<file path="config.mk">
export PLATFORM = sky130hd
export DESIGN_NAME = window_pixel_clip_alpha_blend
export DESIGN_NICKNAME = d
export VERILOG_FILES = /design/src/hdl/wpcab_pkg.sv /design/src/hdl/window_pixel_clip_alpha_blend.sv
export VERILOG_INCLUDE_DIRS = /design/src /design/src/hdl
export SDC_FILE = /design/constraint.sdc
export NUM_CORES = 2
export LEC_CHECK = 0
export BUFFER_PORTS_ARGS = -buffer_cell sky130_fd_sc_hd__buf_2
export CAP_MARGIN = 20
export CORE_MARGIN = 10
export CORE_UTILIZATION = 25
export CTS_BUF_LIST = sky130_fd_sc_hd__clkbuf_2 sky130_fd_sc_hd__clkbuf_4 sky130_fd_sc_hd__clkbuf_8
export CTS_CLUSTER_SIZE = 8
export DETAILED_ROUTE_END_ITERATION = 6
export GPL_TIMING_DRIVEN = 1
export PLACE_DENSITY_LB_ADDON = 0.12
export SLEW_MARGIN = 20
export SYNTH_ARGS = -nofsm -noshare
export SYNTH_HDL_FRONTEND = slang
export SYNTH_SLANG_ARGS = --single-unit
</file>
<file path="constraint.sdc">
create_clock -name clk -period 12 [get_ports clk]
set_clock_uncertainty 0.05 [all_clocks]
set_input_delay 0.6 -clock clk [delete_from_list [all_inputs] [get_ports clk]]
set_output_delay 0.6 -clock clk [all_outputs]
set_load 0.01 [all_outputs]
</file>
<file path="src/hdl/window_pixel_clip_alpha_blend_defines.svh">
// Assertion macros for the window pixel compositor.
// Expects clk and rst_n in the scope of each use.
`ifndef WINDOW_PIXEL_CLIP_ALPHA_BLEND_DEFINES_SVH
`define WINDOW_PIXEL_CLIP_ALPHA_BLEND_DEFINES_SVH

`ifndef SYNTHESIS

// Checked only out of reset
`define WPCAB_ASSERT(lbl, prop) \
  lbl: assert property (@(posedge clk) disable iff (!rst_n) prop) \
    else $error("wpcab assertion failed");

// Checked on every edge, reset included
`define WPCAB_ASSERT_ALWAYS(lbl, prop) \
  lbl: assert property (@(posedge clk) prop) \
    else $error("wpcab assertion failed");

`else

`define WPCAB_ASSERT(lbl, prop)
`define WPCAB_ASSERT_ALWAYS(lbl, prop)

`endif

`endif

</file>
<file path="src/hdl/wpcab_pkg.sv">
// Package for the window pixel compositor: payload types, register map,
// clip test and ARGB8888 source-over functions. No dependencies.
`timescale 1ns / 1ps

package wpcab_pkg;

  localparam int PADDR_W = 5;
  localparam int REG_W   = 13;

  typedef logic [2:0] reg_idx_t;

  localparam reg_idx_t REG_WINDOW_LEFT    = 3'd0;
  localparam reg_idx_t REG_WINDOW_TOP     = 3'd1;
  localparam reg_idx_t REG_WINDOW_WIDTH   = 3'd2;
  localparam reg_idx_t REG_WINDOW_HEIGHT  = 3'd3;
  localparam reg_idx_t REG_TEXTURE_WIDTH  = 3'd4;
  localparam reg_idx_t REG_TEXTURE_HEIGHT = 3'd5;
  localparam reg_idx_t REG_SCREEN_WIDTH   = 3'd6;
  localparam reg_idx_t REG_SCREEN_HEIGHT  = 3'd7;

  localparam logic [7:0] ALPHA_OPAQUE = 8'hff;
  localparam logic [7:0] ALPHA_CLEAR  = 8'h00;

  typedef struct packed {
    logic [11:0] screen_x;
    logic [11:0] screen_y;
    logic [31:0] dest_pixel;
    logic [31:0] source_pixel;
    logic        force_blend;
  } in_item_t;

  typedef struct packed {
    logic        write_enable;
    logic [31:0] out_pixel;
  } out_item_t;

  // Inside clipped window span and texture along one axis
  function automatic logic axis_inside(input logic [11:0]       pos,
                                       input logic [REG_W-1:0]  win_edge,
                                       input logic [REG_W-1:0]  win_size,
                                       input logic [REG_W-1:0]  scr_size,
                                       input logic [REG_W-1:0]  tex_size);
    logic signed [14:0] p;
    logic signed [14:0] e;
    logic signed [14:0] hi;
    logic signed [14:0] off;
    p   = $signed({3'b000, pos});
    e   = $signed({{2{win_edge[REG_W-1]}}, win_edge});
    hi  = e + $signed({2'b00, win_size});
    off = p - e;
    return (p >= e) && (p < hi) && (p < $signed({2'b00, scr_size})) &&
           (off < $signed({2'b00, tex_size}));
  endfunction

  // Truncating divide by 255, exact for v below 65280
  function automatic logic [7:0] div255(input logic [15:0] v);
    logic [16:0] t;
    t = {1'b0, v} + 17'(v[15:8]) + 17'd1;
    return t[15:8];
  endfunction

  function automatic logic [31:0] source_over(input logic [31:0] dst,
                                              input logic [31:0] src);
    logic [7:0]  sa;
    logic [7:0]  inv;
    logic [15:0] acc;
    logic [31:0] res;
    sa  = src[31:24];
    inv = ALPHA_OPAQUE - sa;
    res = '0;
    for (int c = 0; c < 3; c++) begin
      acc = 16'(src[8*c +: 8]) * 16'(sa) + 16'(dst[8*c +: 8]) * 16'(inv);
      res[8*c +: 8] = div255(acc);
    end
    res[31:24] = sa + div255(16'(dst[31:24]) * 16'(inv));
    if (sa == ALPHA_CLEAR) begin
      res = dst;
    end else if (sa == ALPHA_OPAQUE) begin
      res = src;
    end
    return res;
  endfunction

endpackage

</file>
<file path="src/hdl/window_pixel_clip_alpha_blend.sv">
// Window pixel compositor top level: register file, clip test and blend.
// Depends on wpcab_pkg and window_pixel_clip_alpha_blend_defines.svh.
//
// Usage:
//   Input channel in_valid/in_ready/in_data carries one screen pixel per
//   transaction: position, framebuffer pixel, window pixel, force-blend.
//   Output channel out_valid/out_ready/out_data returns one transaction per
//   input: write_enable and the new framebuffer pixel (the old one when
//   write_enable is low).
//   An input register, then the clip test and blend into the result
//   register. One transaction per cycle is sustained while the receiver
//   is ready. When the receiver stalls, the result register holds and the
//   input register takes one more transaction if empty, then in_ready drops.
//   Window, texture and screen geometry are written over the APB port at
//   byte address 4*i; writes are expected only while the block is empty.
//   Reset empties both stages and loads the register reset values
//   (window size 1x1, all other geometry 0).
`timescale 1ns / 1ps
`include "window_pixel_clip_alpha_blend_defines.svh"

module window_pixel_clip_alpha_blend (
  input  logic                          clk,
  input  logic                          rst_n,
  input  logic                          in_valid,
  output logic                          in_ready,
  input  wpcab_pkg::in_item_t           in_data,
  output logic                          out_valid,
  input  logic                          out_ready,
  output wpcab_pkg::out_item_t          out_data,
  input  logic                          psel,
  input  logic                          penable,
  input  logic                          pwrite,
  input  logic [wpcab_pkg::PADDR_W-1:0] paddr,
  input  logic [31:0]                   pwdata,
  output logic [31:0]                   prdata,
  output logic                          pready
);
  import wpcab_pkg::*;

  logic [REG_W-1:0] window_left_r;
  logic [REG_W-1:0] window_top_r;
  logic [REG_W-1:0] window_width_r;
  logic [REG_W-1:0] window_height_r;
  logic [REG_W-1:0] texture_width_r;
  logic [REG_W-1:0] texture_height_r;
  logic [REG_W-1:0] screen_width_r;
  logic [REG_W-1:0] screen_height_r;

  reg_idx_t         reg_idx;
  logic             reg_wr;
  logic [REG_W-1:0] rd_val;

  in_item_t  s1_r;
  logic      s1_vld_r;
  logic      s1_vld_nxt;
  out_item_t res_r;
  out_item_t res_nxt;
  logic      res_vld_r;
  logic      res_vld_nxt;

  logic in_fire;
  logic res_take;
  logic s1_adv;
  logic hit;

  // Configuration port
  assign pready  = 1'b1;
  assign reg_idx = paddr[4:2];
  assign reg_wr  = psel & penable & pwrite;

  always_ff @(posedge clk) begin
    if (!rst_n) begin
      window_left_r    <= '0;
      window_top_r     <= '0;
      window_width_r   <= REG_W'(1);
      window_height_r  <= REG_W'(1);
      texture_width_r  <= '0;
      texture_height_r <= '0;
      screen_width_r   <= '0;
      screen_height_r  <= '0;
    end else if (reg_wr) begin
      unique case (reg_idx)
        REG_WINDOW_LEFT:    window_left_r    <= pwdata[REG_W-1:0];
        REG_WINDOW_TOP:     window_top_r     <= pwdata[REG_W-1:0];
        REG_WINDOW_WIDTH:   window_width_r   <= pwdata[REG_W-1:0];
        REG_WINDOW_HEIGHT:  window_height_r  <= pwdata[REG_W-1:0];
        REG_TEXTURE_WIDTH:  texture_width_r  <= pwdata[REG_W-1:0];
        REG_TEXTURE_HEIGHT: texture_height_r <= pwdata[REG_W-1:0];
        REG_SCREEN_WIDTH:   screen_width_r   <= pwdata[REG_W-1:0];
        REG_SCREEN_HEIGHT:  screen_height_r  <= pwdata[REG_W-1:0];
      endcase
    end
  end

  always_comb begin
    unique case (reg_idx)
      REG_WINDOW_LEFT:    rd_val = window_left_r;
      REG_WINDOW_TOP:     rd_val = window_top_r;
      REG_WINDOW_WIDTH:   rd_val = window_width_r;
      REG_WINDOW_HEIGHT:  rd_val = window_height_r;
      REG_TEXTURE_WIDTH:  rd_val = texture_width_r;
      REG_TEXTURE_HEIGHT: rd_val = texture_height_r;
      REG_SCREEN_WIDTH:   rd_val = screen_width_r;
      REG_SCREEN_HEIGHT:  rd_val = screen_height_r;
    endcase
  end

  assign prdata = {{(32-REG_W){1'b0}}, rd_val};

  // Two-stage pipeline control
  assign res_take    = !res_vld_r || out_ready;
  assign s1_adv      = s1_vld_r && res_take;
  assign in_ready    = !s1_vld_r || res_take;
  assign in_fire     = in_valid && in_ready;
  assign s1_vld_nxt  = in_fire ? 1'b1 : (s1_adv ? 1'b0 : s1_vld_r);
  assign res_vld_nxt = res_take ? s1_vld_r : res_vld_r;

  always_ff @(posedge clk) begin
    if (!rst_n) begin
      s1_vld_r  <= 1'b0;
      res_vld_r <= 1'b0;
    end else begin
      s1_vld_r  <= s1_vld_nxt;
      res_vld_r <= res_vld_nxt;
    end
  end

  always_ff @(posedge clk) begin
    if (in_fire) begin
      s1_r <= in_data;
    end
    if (s1_adv) begin
      res_r <= res_nxt;
    end
  end

  // Clip test and blend
  assign hit = axis_inside(s1_r.screen_x, window_left_r, window_width_r,
                           screen_width_r, texture_width_r) &&
               axis_inside(s1_r.screen_y, window_top_r, window_height_r,
                           screen_height_r, texture_height_r);

  always_comb begin
    res_nxt.write_enable = hit;
    res_nxt.out_pixel    = s1_r.dest_pixel;
    if (hit) begin
      if (!s1_r.force_blend && (s1_r.source_pixel[31:24] == ALPHA_OPAQUE)) begin
        res_nxt.out_pixel = s1_r.source_pixel;
      end else begin
        res_nxt.out_pixel = source_over(s1_r.dest_pixel, s1_r.source_pixel);
      end
    end
  end

  assign out_valid = res_vld_r;
  assign out_data  = res_r;

  `WPCAB_ASSERT_ALWAYS(a_reset_empty, !rst_n |=> (!out_valid && in_ready))
  `WPCAB_ASSERT(a_stall_full, !in_ready |-> (s1_vld_r && res_vld_r))
  `WPCAB_ASSERT(a_miss_passes, (s1_adv && !hit) |=> (out_valid && !out_data.write_enable && out_data.out_pixel == $past(s1_r.dest_pixel)))
  `WPCAB_ASSERT(a_opaque_copy, (s1_adv && hit && !s1_r.force_blend && s1_r.source_pixel[31:24] == ALPHA_OPAQUE) |=> (out_data.out_pixel == $past(s1_r.source_pixel)))

endmodule
</file>
After elaboration in Yosys (flattened, before gate mapping)

Cells that the tools add are included.

Word-level logic and storage cells: 92
Bits in registers: 228

Mux-type cells: 7
Bitwise operators: 2
Order comparisons: 8
Equality and inequality tests: 8
Multiply operators: 7
$add $sub $neg: 17
Reductions and logical operators: 26

Operators by type and width:

| cell                                                 | number |
|---|---|
| 2-to-1 mux 32 bit                                    | 4 |
| multiplier 8 x 8 -> 16 bit                           | 7 |
| one-hot mux 13 bit (8 select lines)                  | 1 |
| adder 16 x 1 -> 16 bit (second input constant)       | 4 |
| adder 16 x 8 -> 16 bit                               | 4 |
| adder 16 bit                                         | 3 |
| adder 13 x 14 -> 15 bit                              | 2 |
| < comparator 13 x 15 -> 1 bit                        | 2 |
| < comparator 14 bit                                  | 2 |
| subtractor 13 x 13 -> 14 bit                         | 2 |
| >= comparator 13 bit                                 | 2 |
| < comparator 12 x 13 -> 1 bit                        | 2 |
| AND reduction 2 bit                                  | 8 |
| equality test 3 bit (second input constant)          | 4 |
| logical AND 1 bit                                    | 10 |
| adder 8 bit                                          | 1 |
| equality test 8 bit (second input constant)          | 1 |
| zero test 8 bit                                      | 1 |
| subtractor 8 bit (first input constant)              | 1 |
| equality test 3 x 2 -> 1 bit (second input constant) | 2 |
| equality test 3 x 1 -> 1 bit (second input constant) | 1 |
| zero test 1 bit                                      | 3 |
| zero test 3 bit                                      | 1 |
| bitwise AND 1 bit                                    | 2 |
| other kinds (3)                                      | 5 |

Depth between registers and ports, before layout

Depth in word-level cells: 9
Gate-level depth with buffers: 37
Gate-level depth less buffers: 35

Least setup slack after synthesis

No wires, ideal clock.

Path kind: flip-flop to flip-flop
Start point: reg s1_r[29] (netlist bit)
End point: reg res_r, in the netlist out_data[13], data pin
Cell stages (with the launch flop): 32
Path slack: 3.999 ns
Data arrival time: 7.690 ns
Clock period less this slack: 8.001 ns
Path buffers: 2
Path through: edfxtp_1 -> clkbuf_1 -> clkbuf_1 -> nand2_1 -> fa_1 -> inv_1 -> fa_1 -> inv_1 -> fa_1 -> inv_1 -> fa_1 -> fa_1 -> inv_1 -> fa_1 -> inv_1 -> ha_1 -> and2_1 -> a32o_1 -> a311o_1 -> a31o_2 -> a21oi_1 -> xnor2_1 -> ha_1 -> a211o_1 -> or2_2 -> a31oi_1 -> a221oi_2 -> nand4_1 -> or2_2 -> xor2_1 -> o21ai_0 -> mux2_4

RTL lines:

| item                   | line                                 | RTL |
|---|---|---|
| start, declared        | window_pixel_clip_alpha_blend.sv:53  | `in_item_t s1_r;` |
| start signal, assigned | window_pixel_clip_alpha_blend.sv:130 | `s1_r <= in_data;` |
| end signal, assigned   | window_pixel_clip_alpha_blend.sv:133 | `res_r <= res_nxt;` |
| end, declared          | window_pixel_clip_alpha_blend.sv:56  | `out_item_t res_r;` |

==> metrics.md <==
| Metric | Value |
|---|---|
| Comb pwr share | `81.5%` |
| Clock Power Share | `9.9%` |
| Commonest non-fill, non-tap cell in the layout | `inv_1` |
| RR Startpoint | `s1_r[26]` |
| Critical path launch point type | `flip-flop` |
| Register bit total from synthesis | `227` |
| Status | `completed` |
| Hold-fix buffers, CTS | `81` |
| Share of post-route cells with drive strength above 1 | `8.97%` |
| Worst VDD drop | `0.000292 V` |
| Crit-path slowest cell | `edfxtp_1` |
| Drt pass-1 iters | `5` |
| Max Transition Viols Final | `0` |
| Setup_tns | `0 ns` |
| Critical Path AT | `9.96 ns` |
| Hold path cells | `1` |
| Max-cap violations | `0` |
| Hold Path Sink | `s1_r[76]` |
| Power density cells | `303 nW/um2` |
| Cts repair resizes | `0` |
| Initial antenna violation count | `9` |
| Vias per inst | `4.46` |
| Least-Margin Pin Slew | `1.08 ns` |
| # placed instances | `5039` |
| Final Hold Viols | `0` |
| Site Rows | `127` |
| First-pass GRT wire length | `153 mm` |
| Total number of vias | `23200` |
| CTS Buffer Depth | `3` |
| Die Wd | `368 um` |
| Setup violations, final | `0` |
| Cell Count, Final, Fillers Out | `5215` |
| Ys Warns | `0` |
| Number of fill cells | `13000` |
| Top achievable clock speed | `106 MHz` |
| CTS buffer count | `50` |
| Area of the multi-input gates | `21800 um2` |
| Seq/Total Area, Yosys | `19.0%` |
| Post-DP HPWL | `75.5 mm` |
| CTS tree | `done` |
| Starting density of the core | `25.2%` |
| Worst reg2reg setup slack | `2.57 ns` |
| Clk root buf | `clkbuf_8` |
| Drt total wl | `99.9 mm` |
| Wire per inst | `19.2 um` |
| Vias in the first global route | `24600` |
| Post-synth ARST share | `0%` |
| Final Critical Period | `9.43 ns` |
| Final Wtd Congestion | `0.777` |
| Worst-path clk slew | `0.06 ns` |
| FF-to-FF End | `out_data[23]` |
| Int Pwr | `5.05 mW` |
| Unrepaired setup endpoints after global routing | `no` |
| Lkg Pwr | `15.4 nW` |
| Distinct cells, synth | `91` |
| Crit. End Element | `flip-flop` |
| DR iter-0 viols | `933` |
| Number of port buffers | `158` |
| Critical Path RT | `12.53 ns` |
| Most used DFF post-synth | `edfxtp_1` |
| Die area | `135000 um2` |
| Worst Path Max Fanout | `44` |
| GRT overflow | `0` |
| H-tree levels | `2` |
| Clock sinks | `227` |
| Area Overhead vs Synth | `14.7%` |
| Syn Inst Count | `3367` |
| Core area | `120000 um2` |
| FF+latch area | `5760 um2` |
| Tcrit/Tclk final | `78.6%` |
| Post-CTS Setup Bufs | `0` |
| CP most frequent cell | `fa_1` |
| Worst relative slew slack | `27.3%` |
| Register share of total power | `8.6%` |
| Worst hold path type | `in2reg` |
| Crit path from | `s1_r[26]` |
| Slowest stage delay, CP | `0.91 ns` |
| Most frequent cells in the layout | `inv_1, ha_1, nand2_1` |
| Die Y | `368 um` |
| Clk Latency, worst-skew pair | `0.74 ns` |
| Post-synth EDFFs | `121` |
| Switching Share | `51.9%` |
| Antenna Nets Post-Route | `0` |
| NetSw | `5.45 mW` |
| Post-route DRC | `0` |
| Largest net degree at the start of global routing | `107` |
| Mean post-synth cell area | `8.98 um2` |
| Cell area after synthesis | `30200 um2` |
| Hold_sp | `in_data[76]` |
| Worst Reg-to-Reg Cells | `27` |
| All-Layer GR Usage | `14.6%` |
| Crit Path Category | `reg2reg` |
| Nets@finish | `4398` |
| I/O pin count | `201` |
[flip-flops by register name, summed over array words and instances (netlist names)]
signal            cells
texture_height_r     13
screen_width_r       13
texture_width_r      13
window_left_r        13
s1_vld_r              1
out_valid             1
window_top_r         13
out_data             33
screen_height_r      13
window_height_r      13
window_width_r       13
s1_r                 88
[critical path, delay by kind of cell (launching register included)]
kind	cells	cell delay (ns)
flops	1	0.91
buf+inv	2	0.39
xor+xnor	1	0.20
simple gates	7	1.50
fa+ha+maj	8	3.69
compound gates	9	2.48
[worst max path at each step]
stage / depth (start not counted) / to / slack, ns
5_1_grt: 27 / out_data[23] / 1.97
4_1_cts: 27 / out_data[23] / 2.50
6_report: 27 / out_data[23] / 2.57
3_3_place_gp: 27 / out_data[23] / 2.57
3_5_place_dp: 27 / out_data[23] / 2.58
2_1_floorplan: 31 / out_data[13] / 4.00
[synth_stat cells (all sizes together), types with 10 or more instances]
library cell | number | share of area (%)
a2111oi | 10 | 0.31
a211oi | 23 | 0.63
a21boi | 95 | 2.4
a21o | 41 | 1.0
a21oi | 118 | 2.0
a221oi | 10 | 0.31
a22oi | 12 | 0.30
and2 | 105 | 2.2
buf | 48 | 1.0
clkbuf | 96 | 1.2
dfxtp | 106 | 7.0
edfxtp | 121 | 12
fa | 329 | 22
ha | 376 | 16
inv | 564 | 7.0
mux2 | 13 | 0.57
mux2i | 27 | 0.89
nand2 | 347 | 4.3
nand2b | 101 | 2.1
nand3 | 31 | 0.51
nand4 | 14 | 0.29
nor2 | 162 | 2.0
nor2b | 152 | 3.1
nor3 | 41 | 0.69
o211ai | 15 | 0.39
o21a | 23 | 0.57
o21ai | 94 | 1.6
o21bai | 17 | 0.42
o31ai | 13 | 0.32
or3 | 12 | 0.25
xnor2 | 73 | 2.1
xor2 | 48 | 1.4
[routing by layer]
metal  vias up  global-route usage [%]  share of wire, %
li1      11300                       -                 -
met1     11400                    18.5                45
met2       364                    25.8                49
met3       126                    2.05               3.4
met4        12                    3.85               2.7
met5         -                       0             0.075
[cells by family after synthesis]
| family | share of synthesized area (%) |
|---|---|
| other | 0.0248 |
| buffers and inverters | 9.25 |
| multiplexers | 1.76 |
| adder cells (fa/ha/maj) | 37.3 |
| XOR/XNOR | 3.60 |
| AO/OA/AOI/OAI | 12.6 |
| flip-flops | 19.0 |
| AND/OR/NAND/NOR | 16.4 |
[power by group through the flow]
stage	Combinational, mW	Sequential, mW	Clock (mW)
finish	8.55	0.907	1.04
detailed placement	8.60	0.926	0
global route	9.80	0.912	1.12
global placement	8.66	0.927	0
CTS	8.71	0.910	1.09
floorplan	6.58	0.888	0
[through the flow]
step / worst slack, ns / cell area, um2 / power (mW) / hold slack (ns) / utilization [%]
2_1_floorplan: 4.00 / 30300 / 7.47 / 0.393 / -
3_3_place_gp: 2.57 / 32700 / 9.59 / 0.403 / 27.3
3_5_place_dp: 2.58 / 32700 / 9.53 / 0.411 / 27.3
4_1_cts: 2.50 / 34700 / 10.7 / 0.00230 / 28.9
5_1_grt: 1.97 / 34700 / 11.8 / 0.0289 / 28.9
6_report: 2.57 / 34700 / 10.5 / 0.0782 / 28.9
[cell type report]
class                   instances  area share [%]
repair buffers                264            5.30
multi-input cells            2453            62.9
inverters                     564            6.12
clock inverters                26           0.880
diodes                          4          0.0289
well taps                    1612            5.82
flip-flops and latches        227            16.6
clock buffers                  65            2.38
(Power assumes the default switching activity.)
